$ cat src/rtl/top_n_select_defines.svh
// ----------------------------------------------------------------------------
// top_n_select_defines
// Assertion macros shared by the top-N selection block.
// ----------------------------------------------------------------------------
`ifndef TOP_N_SELECT_DEFINES_SVH
`define TOP_N_SELECT_DEFINES_SVH
`ifndef SYNTHESIS
`define TNS_ASSERT(lbl, prop, msg) \
  lbl: assert property (@(posedge clk_i) disable iff (!rst_ni) prop) else $error(msg);
`define TNS_ASSERT_NEVER(lbl, expr, msg) \
  lbl: assert property (@(posedge clk_i) disable iff (!rst_ni) !(expr)) else $error(msg);
`else
`define TNS_ASSERT(lbl, prop, msg)
`define TNS_ASSERT_NEVER(lbl, expr, msg)
`endif
`endif

$ cat src/rtl/tns_pkg.sv
// ----------------------------------------------------------------------------
// tns_pkg
// Types, codes and helpers of the top-N selection block.
// ----------------------------------------------------------------------------
package tns_pkg;

  localparam int unsigned MaxKeepDefault = 64;
  localparam int unsigned ValueW = 64;
  localparam int unsigned KeepCountW = 7;

  localparam logic [1:0] CmdAdd   = 2'd0;
  localparam logic [1:0] CmdRead  = 2'd1;
  localparam logic [1:0] CmdClear = 2'd2;

  localparam logic RegKeepCount   = 1'b0;
  localparam logic RegKeepLargest = 1'b1;

  typedef struct packed {
    logic [1:0]               cmd;
    logic signed [ValueW-1:0] in_value;
  } in_t;

  typedef struct packed {
    logic signed [ValueW-1:0] out_value;
    logic                     has_value;
    logic                     last;
  } out_t;

  typedef struct packed {
    logic append;
    logic latch_in;
    logic clear;
    logic scan_init;
    logic read_init;
    logic scan_run;
    logic rd_mode;
    logic replace;
    logic emit;
    logic emit_empty;
  } ctl_t;

  typedef struct packed {
    logic cnt_lt_lim;
    logic cnt_zero;
    logic scan_done;
    logic pass_last;
  } sts_t;

  function automatic logic is_better(logic signed [ValueW-1:0] a,
                                     logic signed [ValueW-1:0] b,
                                     logic largest);
    logic res;
    res = largest ? (a > b) : (a < b);
    return res;
  endfunction

endpackage

$ cat src/rtl/top_n_select.sv
// ----------------------------------------------------------------------------
// top_n_select
// Keeps the N smallest or largest signed 64-bit values and reads them sorted.
// ----------------------------------------------------------------------------
// A transaction is taken when start is high and busy is low. Its command adds
// a value, reads out the kept values best first, or clears the store.
// An add while fewer than N values are kept appends the value. An add on a full
// store scans the store for the worst value through the single RAM read port
// and replaces it if the new value is strictly better; ties are not taken.
// A readout runs n selection passes over the RAM for n kept values and yields
// one result per pass, the last one marked.
// An empty store yields a single result with has_value low in the next cycle.
// Results appear on result_o for one cycle with result_valid_o high; the
// receiver cannot stall them. Clear empties the store.
// N and the direction are set over the APB port at byte addresses 0 and 4.
// Reset empties the store and sets N to 1, smallest first; no clearing pass.
// ----------------------------------------------------------------------------
module top_n_select import tns_pkg::*; #(
  parameter int unsigned MaxKeep = MaxKeepDefault
) (
  input  logic        clk_i,
  input  logic        rst_ni,
  input  logic        start,
  output logic        busy,
  input  in_t         in_i,
  output logic        result_valid_o,
  output out_t        result_o,
  input  logic        psel,
  input  logic        penable,
  input  logic        pwrite,
  input  logic [2:0]  paddr,
  input  logic [31:0] pwdata,
  output logic [31:0] prdata,
  output logic        pready
);

  logic [KeepCountW-1:0] keep_count_q, keep_count_d;
  logic                  keep_largest_q, keep_largest_d;
  logic                  cfg_we;
  ctl_t                  ctl;
  sts_t                  sts;

  assign pready = 1'b1;
  assign cfg_we = psel && penable && pwrite;

  always_comb begin
    keep_count_d   = keep_count_q;
    keep_largest_d = keep_largest_q;
    if (cfg_we) begin
      unique case (paddr[2])
        RegKeepCount:   keep_count_d   = pwdata[KeepCountW-1:0];
        RegKeepLargest: keep_largest_d = pwdata[0];
        default: ;
      endcase
    end
  end

  always_comb begin
    unique case (paddr[2])
      RegKeepCount:   prdata = {{(32 - KeepCountW){1'b0}}, keep_count_q};
      RegKeepLargest: prdata = {31'd0, keep_largest_q};
      default:        prdata = '0;
    endcase
  end

  always_ff @(posedge clk_i or negedge rst_ni) begin
    if (!rst_ni) begin
      keep_count_q   <= KeepCountW'(1);
      keep_largest_q <= 1'b0;
    end else begin
      keep_count_q   <= keep_count_d;
      keep_largest_q <= keep_largest_d;
    end
  end

  tns_ctrl u_ctrl (
    .clk_i  (clk_i),
    .rst_ni (rst_ni),
    .start_i(start),
    .cmd_i  (in_i.cmd),
    .sts_i  (sts),
    .ctl_o  (ctl),
    .busy_o (busy)
  );

  tns_dpath #(.MaxKeep(MaxKeep)) u_dpath (
    .clk_i         (clk_i),
    .rst_ni        (rst_ni),
    .ctl_i         (ctl),
    .in_value_i    (in_i.in_value),
    .keep_count_i  (keep_count_q),
    .keep_largest_i(keep_largest_q),
    .sts_o         (sts),
    .res_valid_o   (result_valid_o),
    .res_o         (result_o)
  );

endmodule

$ cat src/rtl/tns_ram.sv
// ----------------------------------------------------------------------------
// tns_ram
// Generic single-write, single-read RAM with a registered read port.
// ----------------------------------------------------------------------------
module tns_ram #(
  parameter int unsigned Width = 64,
  parameter int unsigned Depth = 64,
  localparam int unsigned AddrW = (Depth > 1) ? $clog2(Depth) : 1
) (
  input  logic             clk_i,
  input  logic             we_i,
  input  logic [AddrW-1:0] waddr_i,
  input  logic [Width-1:0] wdata_i,
  input  logic [AddrW-1:0] raddr_i,
  output logic [Width-1:0] rdata_o
);

  logic [Width-1:0] mem_q [Depth];
  logic [Width-1:0] rdata_q;

  always_ff @(posedge clk_i) begin
    if (we_i) begin
      mem_q[waddr_i] <= wdata_i;
    end
    rdata_q <= mem_q[raddr_i];
  end

  assign rdata_o = rdata_q;

endmodule

$ cat src/rtl/tns_ctrl.sv
// ----------------------------------------------------------------------------
// tns_ctrl
// Controller state machine that sequences add, readout and clear transactions.
// ----------------------------------------------------------------------------
`include "top_n_select_defines.svh"

module tns_ctrl import tns_pkg::*; (
  input  logic       clk_i,
  input  logic       rst_ni,
  input  logic       start_i,
  input  logic [1:0] cmd_i,
  input  sts_t       sts_i,
  output ctl_t       ctl_o,
  output logic       busy_o
);

  localparam logic [2:0] SIdle   = 3'd0;
  localparam logic [2:0] SAScan  = 3'd1;
  localparam logic [2:0] SAWrite = 3'd2;
  localparam logic [2:0] SRScan  = 3'd3;
  localparam logic [2:0] SREmit  = 3'd4;

  logic [2:0] state_q, state_d;

  always_comb begin
    state_d = state_q;
    ctl_o   = '0;
    unique case (state_q)
      SIdle: begin
        if (start_i) begin
          case (cmd_i)
            CmdAdd: begin
              if (sts_i.cnt_lt_lim) begin
                ctl_o.append = 1'b1;
              end else begin
                ctl_o.latch_in  = 1'b1;
                ctl_o.scan_init = 1'b1;
                state_d         = SAScan;
              end
            end
            CmdRead: begin
              if (sts_i.cnt_zero) begin
                ctl_o.emit_empty = 1'b1;
              end else begin
                ctl_o.read_init = 1'b1;
                ctl_o.scan_init = 1'b1;
                state_d         = SRScan;
              end
            end
            CmdClear: ctl_o.clear = 1'b1;
            default: ;
          endcase
        end
      end
      SAScan: begin
        ctl_o.scan_run = 1'b1;
        if (sts_i.scan_done) state_d = SAWrite;
      end
      SAWrite: begin
        ctl_o.replace = 1'b1;
        state_d       = SIdle;
      end
      SRScan: begin
        ctl_o.scan_run = 1'b1;
        ctl_o.rd_mode  = 1'b1;
        if (sts_i.scan_done) state_d = SREmit;
      end
      SREmit: begin
        ctl_o.emit = 1'b1;
        if (sts_i.pass_last) begin
          state_d = SIdle;
        end else begin
          ctl_o.scan_init = 1'b1;
          state_d         = SRScan;
        end
      end
      default: state_d = SIdle;
    endcase
  end

  always_ff @(posedge clk_i or negedge rst_ni) begin
    if (!rst_ni) begin
      state_q <= SIdle;
    end else begin
      state_q <= state_d;
    end
  end

  assign busy_o = (state_q != SIdle);

  `TNS_ASSERT(a_emit_last_idle, (ctl_o.emit && sts_i.pass_last) |=> (state_q == SIdle),
              "Readout did not end after its last result.")
  `TNS_ASSERT(a_replace_once, (state_q == SAWrite) |=> (state_q == SIdle),
              "Replacement step did not return to idle.")
  `TNS_ASSERT_NEVER(a_state_legal, state_q > SREmit, "Controller state is out of range.")

endmodule

$ cat src/rtl/tns_dpath.sv
// ----------------------------------------------------------------------------
// tns_dpath
// Datapath: value store, scan comparator, candidate registers and result stage.
// ----------------------------------------------------------------------------
`include "top_n_select_defines.svh"

module tns_dpath import tns_pkg::*; #(
  parameter int unsigned MaxKeep = MaxKeepDefault
) (
  input  logic                  clk_i,
  input  logic                  rst_ni,
  input  ctl_t                  ctl_i,
  input  logic signed [ValueW-1:0] in_value_i,
  input  logic [KeepCountW-1:0] keep_count_i,
  input  logic                  keep_largest_i,
  output sts_t                  sts_o,
  output logic                  res_valid_o,
  output out_t                  res_o
);

  localparam int unsigned AddrW = (MaxKeep > 1) ? $clog2(MaxKeep) : 1;
  localparam int unsigned CntW  = $clog2(MaxKeep + 1);
  localparam int unsigned LimW  = (CntW > KeepCountW) ? CntW : KeepCountW;

  logic [CntW-1:0]   cnt_q, cnt_d;
  logic [CntW-1:0]   raddr_q, raddr_d;
  logic              dv_q, dv_d;
  logic [AddrW-1:0]  didx_q, didx_d;
  logic              found_q, found_d;
  logic signed [ValueW-1:0] cand_q, cand_d;
  logic [AddrW-1:0]  cand_idx_q, cand_idx_d;
  logic              have_prev_q, have_prev_d;
  logic signed [ValueW-1:0] prev_q, prev_d;
  logic [AddrW-1:0]  prev_idx_q, prev_idx_d;
  logic [CntW-1:0]   emitted_q, emitted_d;
  logic signed [ValueW-1:0] val_q, val_d;
  logic              rv_q, rv_d;
  out_t              res_q, res_d;

  logic [LimW-1:0]   kc, lim;
  logic              issue;
  logic              ram_we;
  logic [AddrW-1:0]  ram_waddr;
  logic [ValueW-1:0] ram_wdata, ram_rdata;
  logic signed [ValueW-1:0] e;
  logic              eligible, take;

  tns_ram #(.Width(ValueW), .Depth(MaxKeep)) u_ram (
    .clk_i   (clk_i),
    .we_i    (ram_we),
    .waddr_i (ram_waddr),
    .wdata_i (ram_wdata),
    .raddr_i (raddr_q[AddrW-1:0]),
    .rdata_o (ram_rdata)
  );

  always_comb begin
    kc = LimW'(keep_count_i);
    if (kc == '0) begin
      lim = LimW'(1);
    end else if (kc > LimW'(MaxKeep)) begin
      lim = LimW'(MaxKeep);
    end else begin
      lim = kc;
    end
  end

  assign e     = $signed(ram_rdata);
  assign issue = ctl_i.scan_run && (raddr_q < cnt_q);

  always_comb begin
    eligible = !have_prev_q || is_better(prev_q, e, keep_largest_i) ||
               ((e == prev_q) && (didx_q > prev_idx_q));
    if (ctl_i.rd_mode) begin
      take = eligible && (!found_q || is_better(e, cand_q, keep_largest_i));
    end else begin
      take = !found_q || is_better(cand_q, e, keep_largest_i);
    end
  end

  always_comb begin
    cnt_d       = cnt_q;
    raddr_d     = raddr_q;
    dv_d        = issue;
    didx_d      = raddr_q[AddrW-1:0];
    found_d     = found_q;
    cand_d      = cand_q;
    cand_idx_d  = cand_idx_q;
    have_prev_d = have_prev_q;
    prev_d      = prev_q;
    prev_idx_d  = prev_idx_q;
    emitted_d   = emitted_q;
    val_d       = val_q;
    rv_d        = 1'b0;
    res_d       = res_q;
    ram_we      = 1'b0;
    ram_waddr   = cnt_q[AddrW-1:0];
    ram_wdata   = in_value_i;

    if (issue) raddr_d = raddr_q + CntW'(1);
    if (ctl_i.scan_run && dv_q && take) begin
      found_d    = 1'b1;
      cand_d     = e;
      cand_idx_d = didx_q;
    end
    if (ctl_i.append) begin
      ram_we = 1'b1;
      cnt_d  = cnt_q + CntW'(1);
    end
    if (ctl_i.latch_in) val_d = in_value_i;
    if (ctl_i.clear) cnt_d = '0;
    if (ctl_i.replace) begin
      ram_waddr = cand_idx_q;
      ram_wdata = val_q;
      ram_we    = is_better(val_q, cand_q, keep_largest_i);
    end
    if (ctl_i.read_init) begin
      have_prev_d = 1'b0;
      emitted_d   = '0;
    end
    if (ctl_i.emit) begin
      rv_d            = 1'b1;
      res_d.out_value = cand_q;
      res_d.has_value = 1'b1;
      res_d.last      = sts_o.pass_last;
      have_prev_d     = 1'b1;
      prev_d          = cand_q;
      prev_idx_d      = cand_idx_q;
      emitted_d       = emitted_q + CntW'(1);
    end
    if (ctl_i.emit_empty) begin
      rv_d            = 1'b1;
      res_d.out_value = '0;
      res_d.has_value = 1'b0;
      res_d.last      = 1'b1;
    end
    if (ctl_i.scan_init) begin
      raddr_d = '0;
      dv_d    = 1'b0;
      found_d = 1'b0;
    end
  end

  assign sts_o.cnt_lt_lim = LimW'(cnt_q) < lim;
  assign sts_o.cnt_zero   = (cnt_q == '0);
  assign sts_o.scan_done  = ctl_i.scan_run && dv_q && (CntW'(didx_q) == (cnt_q - CntW'(1)));
  assign sts_o.pass_last  = ((emitted_q + CntW'(1)) == cnt_q);

  always_ff @(posedge clk_i or negedge rst_ni) begin
    if (!rst_ni) begin
      cnt_q       <= '0;
      raddr_q     <= '0;
      dv_q        <= 1'b0;
      found_q     <= 1'b0;
      have_prev_q <= 1'b0;
      emitted_q   <= '0;
      rv_q        <= 1'b0;
    end else begin
      cnt_q       <= cnt_d;
      raddr_q     <= raddr_d;
      dv_q        <= dv_d;
      found_q     <= found_d;
      have_prev_q <= have_prev_d;
      emitted_q   <= emitted_d;
      rv_q        <= rv_d;
    end
  end

  always_ff @(posedge clk_i) begin
    didx_q     <= didx_d;
    cand_q     <= cand_d;
    cand_idx_q <= cand_idx_d;
    prev_q     <= prev_d;
    prev_idx_q <= prev_idx_d;
    val_q      <= val_d;
    res_q      <= res_d;
  end

  assign res_valid_o = rv_q;
  assign res_o       = res_q;

  `TNS_ASSERT_NEVER(a_cnt_bound, cnt_q > CntW'(MaxKeep), "Kept count exceeds the store depth.")
  `TNS_ASSERT(a_empty_last, (rv_q && !res_q.has_value) |-> res_q.last,
              "Empty result is not marked last.")
  `TNS_ASSERT(a_emit_found, ctl_i.emit |-> found_q,
              "Readout emitted without a candidate.")

endmodule

$ cat config.mk
export PLATFORM = sky130hd
export DESIGN_NAME = top_n_select
export DESIGN_NICKNAME = d
export VERILOG_FILES = /design/src/rtl/tns_pkg.sv /design/src/rtl/top_n_select.sv /design/src/rtl/tns_ram.sv /design/src/rtl/tns_ctrl.sv /design/src/rtl/tns_dpath.sv
export VERILOG_INCLUDE_DIRS = /design/src /design/src/rtl
export SDC_FILE = /design/constraint.sdc
export NUM_CORES = 2
export LEC_CHECK = 0
export BUFFER_PORTS_ARGS = -buffer_cell sky130_fd_sc_hd__buf_2
export CAP_MARGIN = 20
export CORE_MARGIN = 2
export CORE_UTILIZATION = 60
export CTS_CLUSTER_DIAMETER = 100
export DETAILED_ROUTE_END_ITERATION = 6
export PLACE_DENSITY_LB_ADDON = 0.08
export REMOVE_ABC_BUFFERS = 1
export SLEW_MARGIN = 20
export SYNTH_ARGS = -nofsm -noshare
export SYNTH_HDL_FRONTEND = slang
export SYNTH_SLANG_ARGS = --single-unit
$ cat constraint.sdc
create_clock -name clk_i -period 21.3 [get_ports clk_i]
set_clock_uncertainty 0.1 [all_clocks]
set_input_delay 4.26 -clock clk_i [delete_from_list [all_inputs] [get_ports clk_i]]
set_output_delay 4.26 -clock clk_i [all_outputs]
set_load 0.005 [all_outputs]
==> results by group <==
Status
  • Outcome: finished with violations
  • Failing checks: design-rule violations

Power and ir drop
  • Leak: 61.4 nW
  • Peak supply drop: 0.0878 mV
  • Switching power: 6.45 mW
  • Total Power: 23.6 mW
  • Sequential power share: 0.453
  • Clock network power share: 0.328
  • Switch share: 0.274
  • Pwr Density: 121 mW/mm^2
  • Internal power component: 17.1 mW
  • Gate power share: 0.219

Setup path
  • Reg2reg path depth: 12
  • Critical R2R Launch: u_dpath.cand_q[29]
  • Required time worst endpoint: 16.94 ns
  • Reg2reg setup slack: 14.26 ns
  • Type of origin of the critical path: primary input
  • CP arrival: 4.91 ns
  • Critical path capture point type: primary output
  • Reg2Reg Capture Point: u_dpath.cand_q[46]
  • CP Max Fanout: 9
  • Setup CP Type: in2out

Place
  • I/O Buffers: 154
  • GPL Wtd Cong: 0.921
  • Placed Instances: 11400
  • DPL Wire Length: 262 mm
  • Worst Setup Slack post-DPL: 12.03 ns

Routing
  • Vias per cell: 6.82
  • First DRT Iteration DRCs: 11900
  • Post-route DRC: 20
  • TritonRoute pass-1 iters: 7
  • Wl on met1: 171 mm
  • Routed wire per std cell: 37.5 um
  • DRT antenna net count: 0
  • DR vias: 83600
  • Post-Route WL: 460 mm
  • Met3 WL post-DR: 48.3 mm
  • Routed wl met2: 220 mm
  • Top sig layer: met4

Die
  • Chip Width: 541 um
  • Initial core utilization: 0.602
  • Top Ports: 208
  • Die height: 541 um
  • Core area: 0.287 mm^2
  • Cell Rows: 197
  • Die area: 0.293 mm^2

Run
  • Max Cap Viol: 0

Synth
  • Area of the mapped netlist: 0.173 mm^2
  • Unique masters post-synth: 62
  • Synth Warn #: 0
  • Number of flops mapped to enable cells by yosys: 4300
  • Synth Instances: 7577
  • Syn_area_per_cell: 22.8 um^2
  • Largest family of logic cells by synthesized area: multiplexers
  • Synth Area in XOR/XNOR: 0.00157
  • Sequential area share after synthesis: 0.767
  • Post-synthesis compound-gate area fraction: 0.00954
  • Adder-cell share of the synthesized area: 0.0155
  • Async SR Flop Fraction: 0.00805
  • Mux cell area share after synthesis: 0.176
  • Simple-Gate Fraction of Synth Area: 0.0177
  • Synth Flop Type: edfxtp_1
  • Synthesized flop and latch total: 4472

Clock tree
  • Clock buffer count from CTS: 438
  • PostCTS Resize Cnt: 0
  • Post-CTS setup repair buffer count: 0
  • Longest Clk Path Bufs: 4
  • Clk_lat worst skew: 0.99 ns
  • Clock Pin Slew Worst Setup and Hold Paths: 0.06 ns
  • Clock sink total: 4472
  • Clock Tree Root: clkbuf_16
  • CTS H-tree depth: 5
  • CTS tree: yes
  • Hold-fix buffers at CTS: 0

Hold path
  • HP Class: reg2reg
  • Hold path start: u_dpath.res_o[11]
  • Hold worst-path end: u_dpath.res_o[11]
  • Hold path depth: 2

Timing
  • RSZ-0062 raised after global routing: false
  • Setup violators final: 0
  • Max Fclk: 108 MHz
  • Worst Max-Slew Pin Slew: 1.22 ns
  • Final WS setup: 12.03 ns
  • Tcrit/Tclk final: 0.435
  • Fin Setup TNS: 0 ns
  • Final Hold Slack: 0.352 ns
  • Final hold violations: 0
  • Slew Viols, Final: 0
  • Final Critical Period: 9.27 ns
  • Slew headroom: 0.177

Global route
  • First-pass GRT wire length: 639 mm
  • Antenna violations before repair: 36
  • Global route overflow: 0
  • Largest net degree at the start of global routing: 146
  • Tot GR Track Use: 0.317
  • Vias in the first global route: 83300

Finish
  • Nets: 8416
  • Post-Layout Cell Count: 12300
  • Layout cells sized above 1: 0.296
  • FILL cells: 17900
  • Most frequent cells in the layout: 4300 x edfxtp_1, 1344 x mux4_2, 450 x clkbuf_16
  • Layout area overhead: 12.2%
  • Commonest non-fill, non-tap cell in the layout: edfxtp_1
-- cell usage after synthesis (3+ instances only) --
cell       number  area [um^2]
dfxtp_1       136         2720
nand3b_1        6         45.0
xnor2_1        21          184
nand3_1        35          175
xor2_1         10         87.6
mux4_2       1344        30300
o31ai_1         9         67.6
edfxtp_1     4300       129000
or2_2           3         18.8
nand4_1        45          282
mux2i_1         3         30.0
a221oi_1        4         35.0
a2111oi_0       3         26.3
buf_4          26          195
buf_2         107          536
mux2_2         10          113
a211oi_1       13         97.6
dfrtp_1        35          876
o21a_1          8         60.1
a21o_1         26          195
o211ai_1        5         37.5
nor2_1         43          161
nor3_1         83          415
inv_1         152          571
nand2_1       406         1520
nor2b_1        14         87.6
nor4_1         11         68.8
clkbuf_1      196          736
o21bai_1        3         22.5
nand2b_1        8         50.1
buf_1          50          188
or3_1           7         43.8
and4_1          7         61.3
ha_1          214         2680
o21ai_0        42          210
o22ai_1         5         31.3
a21oi_1       153          766
nor3b_1         3         22.5
-- per-layer routing --
layer / up-vias / track usage
met2: 4756 / 0.495
met4: 0 / 0.124
met5: - / 0
met3: 652 / 0.0654
li1: 33100 / -
met1: 45100 / 0.449
-- registers in the layout (all words and copies together), names as in the netlist --
register and flops:
u_dpath.prev_q 64, u_dpath.dv_q 1, u_dpath.res_valid_o 1, u_dpath.cnt_q 7, u_dpath.found_q 1, u_dpath.cand_idx_q 6
u_dpath.emitted_q 7, u_dpath.prev_idx_q 6, keep_largest_q 1, u_dpath.raddr_q 7, u_dpath.cand_q 64, u_dpath.u_ram.rdata_o 64
u_dpath.have_prev_q 1, u_dpath.didx_q 6, u_dpath.u_ram.mem_q 4096, u_dpath.res_o 66, u_dpath.val_q 64, u_ctrl.state_q 3
keep_count_q 7
-- power by group through the flow --
stage          clock network, mW  logic [mW]  registers [mW]
2_1_floorplan                  0        6.47            11.2
3_3_place_gp                   0        5.09            10.8
3_5_place_dp                   0        5.17            10.8
4_1_cts                     7.82        5.19            10.7
5_1_grt                     8.15        5.46            10.7
6_report                    7.73        5.17            10.7
-- metrics by stage --
| stage | area, um^2 | utilization |
|---|---|---|
| after floorplan | 171000 | - |
| after global placement | 180000 | 0.625 |
| after detailed placement | 180000 | 0.625 |
| after CTS | 194000 | 0.675 |
| after global routing | 194000 | 0.675 |
| final | 194000 | 0.675 |
-- critical path: stages --
cell and delay (ns):
buf_2 0.17, mux2_2 0.35, buf_2 0.13
-- worst max-delay path by stage --
stage	to	cells past startpoint	slack, ns	start
3_5_place_dp	prdata[0]	3	12.03	paddr[2]
2_1_floorplan	u_dpath.u_ram.rdata_o[0]	3	-19.52	u_dpath.raddr_q[0]
5_1_grt	prdata[0]	3	12.01	paddr[2]
4_1_cts	prdata[0]	3	12.03	paddr[2]
6_report	prdata[0]	3	12.03	paddr[2]
3_3_place_gp	prdata[0]	3	12.06	paddr[2]
-- layout make-up --
cell class | instances | area, um^2 | share of cell area
Multi-Input combinational cell | 2595 | 38600 | 0.199
Clock buffer | 564 | 11900 | 0.0612
Inverter | 154 | 583 | 0.00300
Antenna cell | 8 | 20.0 | 0.000103
Timing Repair Buffer | 434 | 3040 | 0.0157
Tap cell | 3781 | 4730 | 0.0244
Clock inverter | 252 | 2500 | 0.0129
Sequential cell | 4472 | 133000 | 0.684
-- logic make-up after synthesis --
group,count (synthesis)
muxes,1357
adders and majority gates,214
and+or+nand+nor,684
xor gates and xnor gates,31
other,2
DFF,4472
buffers and inverters,534
AOI/OAI and AO/OA,283
(Power assumes the default switching activity.)
